`src/hw/rtl/svg_pkg.sv`:
```
// Shared types, constants and helper functions for the UV-sphere vertex generator.
package svg_pkg;

    localparam int IDX_W      = 10;
    localparam int CNT_W      = 10;
    localparam int RAD_W      = 16;
    localparam int POS_W      = 17;
    localparam int NRM_W      = 16;
    localparam int TEX_W      = 17;
    localparam int CFG_IDX_W  = 2;
    localparam int CFG_DATA_W = 16;

    localparam int COUNT_MAX = 1023;

    // Long division: one integer bit, then DIV_FRAC fraction bits, DIV_PER bits per stage.
    localparam int DIV_FRAC   = 32;
    localparam int DIV_PER    = 4;
    localparam int DIV_STAGES = DIV_FRAC / DIV_PER;
    localparam int QUO_W      = DIV_FRAC + 1;

    localparam int PH_W     = 32;
    localparam int CW       = 34;
    localparam int TRIG_W   = 32;
    localparam int ATAN_LEN = 24;

    localparam int NLANE     = 2;
    localparam int LANE_RING = 0;
    localparam int LANE_SEG  = 1;

    localparam logic signed [CW-1:0]     GAIN_Q30 = 34'sd652032874;
    localparam logic signed [TRIG_W-1:0] ONE_Q30  = 32'sd1073741824;

    typedef enum logic [CFG_IDX_W-1:0] {
        REG_RADIUS = 2'd0,
        REG_RINGS  = 2'd1,
        REG_SEGS   = 2'd2
    } cfg_reg_t;

    typedef struct packed {
        logic [TEX_W-1:0] tex_s;
        logic [TEX_W-1:0] tex_t;
    } tex_pair_t;

    typedef struct packed {
        logic signed [POS_W-1:0] pos_x;
        logic signed [POS_W-1:0] pos_y;
        logic signed [POS_W-1:0] pos_z;
        logic signed [NRM_W-1:0] normal_x;
        logic signed [NRM_W-1:0] normal_y;
        logic signed [NRM_W-1:0] normal_z;
        logic [TEX_W-1:0]        tex_s;
        logic [TEX_W-1:0]        tex_t;
    } vertex_t;

    // Arctangent of 2^-k in turns, unsigned Q0.32.
    function automatic logic [PH_W-1:0] atan_turn(input int k);
        logic [PH_W-1:0] a;
        case (k)
            0:       a = 32'd536870912;
            1:       a = 32'd316933406;
            2:       a = 32'd167458907;
            3:       a = 32'd85053908;
            4:       a = 32'd42667331;
            5:       a = 32'd21354465;
            6:       a = 32'd10679838;
            7:       a = 32'd5340245;
            8:       a = 32'd2670163;
            9:       a = 32'd1335087;
            10:      a = 32'd667544;
            11:      a = 32'd333772;
            12:      a = 32'd166886;
            13:      a = 32'd83443;
            14:      a = 32'd41722;
            15:      a = 32'd20861;
            16:      a = 32'd10430;
            17:      a = 32'd5215;
            18:      a = 32'd2608;
            19:      a = 32'd1304;
            20:      a = 32'd652;
            21:      a = 32'd326;
            22:      a = 32'd163;
            23:      a = 32'd81;
            default: a = '0;
        endcase
        return a;
    endfunction

    function automatic logic signed [TRIG_W-1:0] clamp_unit(input logic signed [CW-1:0] v);
        logic signed [TRIG_W-1:0] r;
        if (v > CW'(ONE_Q30))
            r = ONE_Q30;
        else if (v < -CW'(ONE_Q30))
            r = -ONE_Q30;
        else
            r = TRIG_W'(v);
        return r;
    endfunction

endpackage

```
`src/hw/rtl/svg_divider.sv`:
```
// Two-lane pipelined long divider producing index * 2^32 / count.
module svg_divider import svg_pkg::*;
(
    input  logic             clk,
    input  logic             rst_n,
    input  logic             adv,
    input  logic             in_valid,
    input  logic [IDX_W-1:0] num [NLANE],
    input  logic [CNT_W-1:0] den [NLANE],
    output logic             out_valid,
    output logic [QUO_W-1:0] quo [NLANE]
);

    logic [DIV_STAGES:0] v_reg;
    logic [CNT_W-1:0]    rem_reg [DIV_STAGES][NLANE];
    logic [QUO_W-1:0]    quo_reg [DIV_STAGES+1][NLANE];

    always_ff @(posedge clk or negedge rst_n)
    begin
        if (!rst_n)
            v_reg <= '0;
        else if (adv)
            v_reg <= {v_reg[DIV_STAGES-1:0], in_valid};
    end

    genvar l, s;
    generate
        for (l = 0; l < NLANE; l++)
        begin : g_lane
            // The index never exceeds the count, so the integer part is a single bit.
            always_ff @(posedge clk)
            begin
                if (adv)
                begin
                    if (num[l] >= den[l])
                    begin
                        rem_reg[0][l] <= num[l] - den[l];
                        quo_reg[0][l] <= QUO_W'(1);
                    end
                    else
                    begin
                        rem_reg[0][l] <= num[l];
                        quo_reg[0][l] <= '0;
                    end
                end
            end

            for (s = 1; s <= DIV_STAGES; s++)
            begin : g_stage
                logic [CNT_W-1:0] r_c;
                logic [QUO_W-1:0] q_c;
                logic [CNT_W:0]   dbl;

                always_comb
                begin
                    r_c = rem_reg[s-1][l];
                    q_c = quo_reg[s-1][l];
                    dbl = '0;
                    for (int t = 0; t < DIV_PER; t++)
                    begin
                        dbl = {r_c, 1'b0};
                        if (dbl >= {1'b0, den[l]})
                        begin
                            r_c = CNT_W'(dbl - {1'b0, den[l]});
                            q_c = {q_c[QUO_W-2:0], 1'b1};
                        end
                        else
                        begin
                            r_c = dbl[CNT_W-1:0];
                            q_c = {q_c[QUO_W-2:0], 1'b0};
                        end
                    end
                end

                if (s < DIV_STAGES)
                begin : g_rem
                    always_ff @(posedge clk)
                    begin
                        if (adv)
                            rem_reg[s][l] <= r_c;
                    end
                end

                always_ff @(posedge clk)
                begin
                    if (adv)
                        quo_reg[s][l] <= q_c;
                end
            end

            assign quo[l] = quo_reg[DIV_STAGES][l];
        end
    endgenerate

    assign out_valid = v_reg[DIV_STAGES];

endmodule

```
`config.mk`:
```
export PLATFORM = sky130hd
export DESIGN_NAME = svg_divider
export DESIGN_NICKNAME = d
export VERILOG_FILES = /design/src/hw/rtl/svg_pkg.sv /design/src/hw/rtl/svg_divider.sv
export SDC_FILE = /design/constraint.sdc
export NUM_CORES = 2
export LEC_CHECK = 0
export ABC_AREA = 1
export BUFFER_PORTS_ARGS = -buffer_cell sky130_fd_sc_hd__buf_2
export CORE_AREA = 3 3 282 284
export DETAILED_ROUTE_END_ITERATION = 16
export DIE_AREA = 0 0 285 287
export HOLD_SLACK_MARGIN = 0.12
export PLACE_DENSITY_LB_ADDON = 0.1
export SYNTH_ARGS = -nofsm -noshare
export SYNTH_HDL_FRONTEND = slang
export SYNTH_SLANG_ARGS = --single-unit
```
`constraint.sdc`:
```
create_clock -name clk -period 10.7 [get_ports clk]
set_input_delay 2.14 -clock clk [delete_from_list [all_inputs] [get_ports clk]]
set_output_delay 2.14 -clock clk [all_outputs]
set_load 0.1 [all_outputs]
```
==> metrics.yaml <==
syn_to_final_growth_pct: 7.46
grt_pass1_wl_mm: 207
die_w_um: 285
ys_types: 68
diodes: 0
wl_mm: 128
crit_slowest_cell: "buf_2"
postCtsSetupRepairBufs: 0
numCtsBuffers: 55
dr.pass1.iters: 8
fmax_ghz: 0.103
synth_seq_area_share_pct: 28.5
cp.required_ns: 11.10
max_stage_delay_ns: 0.51
grt_overflow: 0
setup_viol: 0
synth-seq-cells: 475
skew_ns: 0.0174
cts_hold_buffers: 0
reg2reg_from: "rem_reg[0][61]"
routed_via_density: 5.77
async_reset_ff_share_pct: 1.89
grt_max_degree: 162
fillers: 6523
drcViolationCount: 0
worst_setup_path_end_kind: "flip-flop"
htree_levels: 2
crit_path_start_kind: "primary input"
hold_viol: 0
arrival_ns: 10.06
clock-root-buffer: "clkbuf_16"
clock_latency_ns: 0.65
syn_inst: 6657
grt_pass1_vias: 41800
r2r-end: "rem_reg[1][9]"
port_buffers: 110
gp_congestion: 0.971
status: "completed"
initial_core_util_pct: 64.5
largest_reg_flops: 306
whs_path_depth: 0
syn_nets: 7331
synth_edf_count: 466
tns_ns: 0
path_class: "primary input to flip-flop"
final_cell_mix: "nand2_1 (1886), inv_1 (673), ha_1 (612)"
regToRegSetupSlack_ns: 2.64
rows: 102
relSlewSlack_pct: 33.9
die_area_um2: 81800
drtIter0Drc: 3687
maxCapViolCount: 0
vias: 45500
period_needed_ns: 9.67
synth_top_area_share_pct: 28.0
tightest_slew_ns: 0.992
ant_nets: 0
syn-cell-area_um2: 49900
finalNetCount: 7465
cts_tree: "done"
finalCritPeriodShare_pct: 90.3
cp_max_fo: 19
final_common_cell: "nand2_1"
drv_slew: 0
synth-warning-count: 0
cts_resized: 0
drive_gt1_share_pct: 7.90
reg2regPathDepth: 39
holdPathEnd: "quo_reg[0][448]"
hold_path.startpoint: "quo_reg[0][378]"
ys.flop_type: "edfxtp_1"
grt_util_all_layers_pct: 30.5
die_y_um: 287
cp_common_cell: "nand2_1"
clk_pin_slew_ns: 0.07
hold_class: "flip-flop to flip-flop"
synth_area_leaders: "edfxtp_1 (28%), ha_1 (15%), nand2_1 (14%)"
ios: 111
clock-sinks: 475
clock_path_buffers: 3
antenna_found_initial: 1
wl_per_cell_um: 16.2
syn_area_per_cell_um2: 7.50
place_hpwl_mm: 95.4
rsz0062_at_grt: "no"
core_area_um2: 77300
synth.largest_area_cell: "edfxtp_1"
## per-layer routing
layer  part of all wire (%)  track usage (%)
met1                     46             43.8
met2                     44             49.0
met3                    7.2             3.45
met4                    2.7             8.18
met5                      0                0
## cell usage after synthesis (23+ instances only)
| master | instances |
|---|---|
| a21oi_1 | 479 |
| nor2_2 | 23 |
| nand3_2 | 47 |
| edfxtp_1 | 466 |
| nand3_1 | 546 |
| nand2_1 | 1886 |
| or2_2 | 30 |
| o21ai_0 | 250 |
| xnor2_1 | 136 |
| inv_1 | 691 |
| o21a_1 | 25 |
| inv_2 | 23 |
| o21ai_1 | 53 |
| xor2_1 | 337 |
| a21o_1 | 24 |
| nor2_1 | 433 |
| nor3_1 | 87 |
| nand2_2 | 25 |
| buf_2 | 32 |
| ha_1 | 612 |
| nand4_1 | 87 |
| o21bai_1 | 41 |
| buf_4 | 31 |
## worst max-delay path by stage
stage / depth (start not counted) / endpoint / slack (ns) / startpoint
final: 43 / rem_reg[0][73] / 1.03 / den[11]
after global routing: 44 / rem_reg[0][71] / 0.12 / den[11]
after CTS: 47 / rem_reg[1][39] / 1.12 / den[11]
after detailed placement: 47 / rem_reg[1][39] / 0.47 / den[11]
after global placement: 42 / rem_reg[0][72] / 0.66 / den[11]
after floorplan: 54 / rem_reg[1][18] / 1.42 / den[10]
## area by class of cell
| class | instances | area, µm² | share of cell area, % |
|---|---|---|---|
| Clock inverter | 45 | 549 | 1.02 |
| Multi-Input combinational cell | 5361 | 32300 | 60.2 |
| Tap cell | 1040 | 1300 | 2.43 |
| Timing Repair Buffer | 182 | 1190 | 2.23 |
| Clock buffer | 57 | 1380 | 2.58 |
| Inverter | 716 | 2690 | 5.02 |
| Sequential cell | 475 | 14200 | 26.5 |
## cells by family after synthesis
| group | count (synthesis) | synth area share, % |
|---|---|---|
| simple gates | 3247 | 28.7 |
| compound gates | 1010 | 11.7 |
| buf+inv | 821 | 6.81 |
| fa+ha+maj | 630 | 16.1 |
| flops | 475 | 28.5 |
| xor+xnor | 473 | 8.30 |
| mux | 1 | 0.0226 |
## worst max-delay path, delay by kind of cell
| family | cells | cell delay [ns] |
|---|---|---|
| AOI/OAI and AO/OA | 7 | 1.29 |
| adders and majority gates | 5 | 1.77 |
| buffers and inverters | 5 | 1.39 |
| and+or+nand+nor | 26 | 3.45 |
## stage by stage
step / hold slack (ns) / cells / utilization (%) / setup WS, ns / instance area [µm²]
final: 0.409 / 7876 / 69.3 / 1.03 / 53600
after global routing: 0.418 / 7876 / 69.3 / 0.123 / 53600
after CTS: 0.403 / 7876 / 69.3 / 1.12 / 53600
after detailed placement: 0.405 / 7774 / 66.8 / 0.467 / 51700
after global placement: 0.400 / 7774 / 66.8 / 0.657 / 51700
after floorplan: 0.400 / 6657 / - / 1.42 / 49900
Power is left out: the tool's default activity adds up to more than one toggle a clock period on the data nets, which glitch-free logic cannot reach.
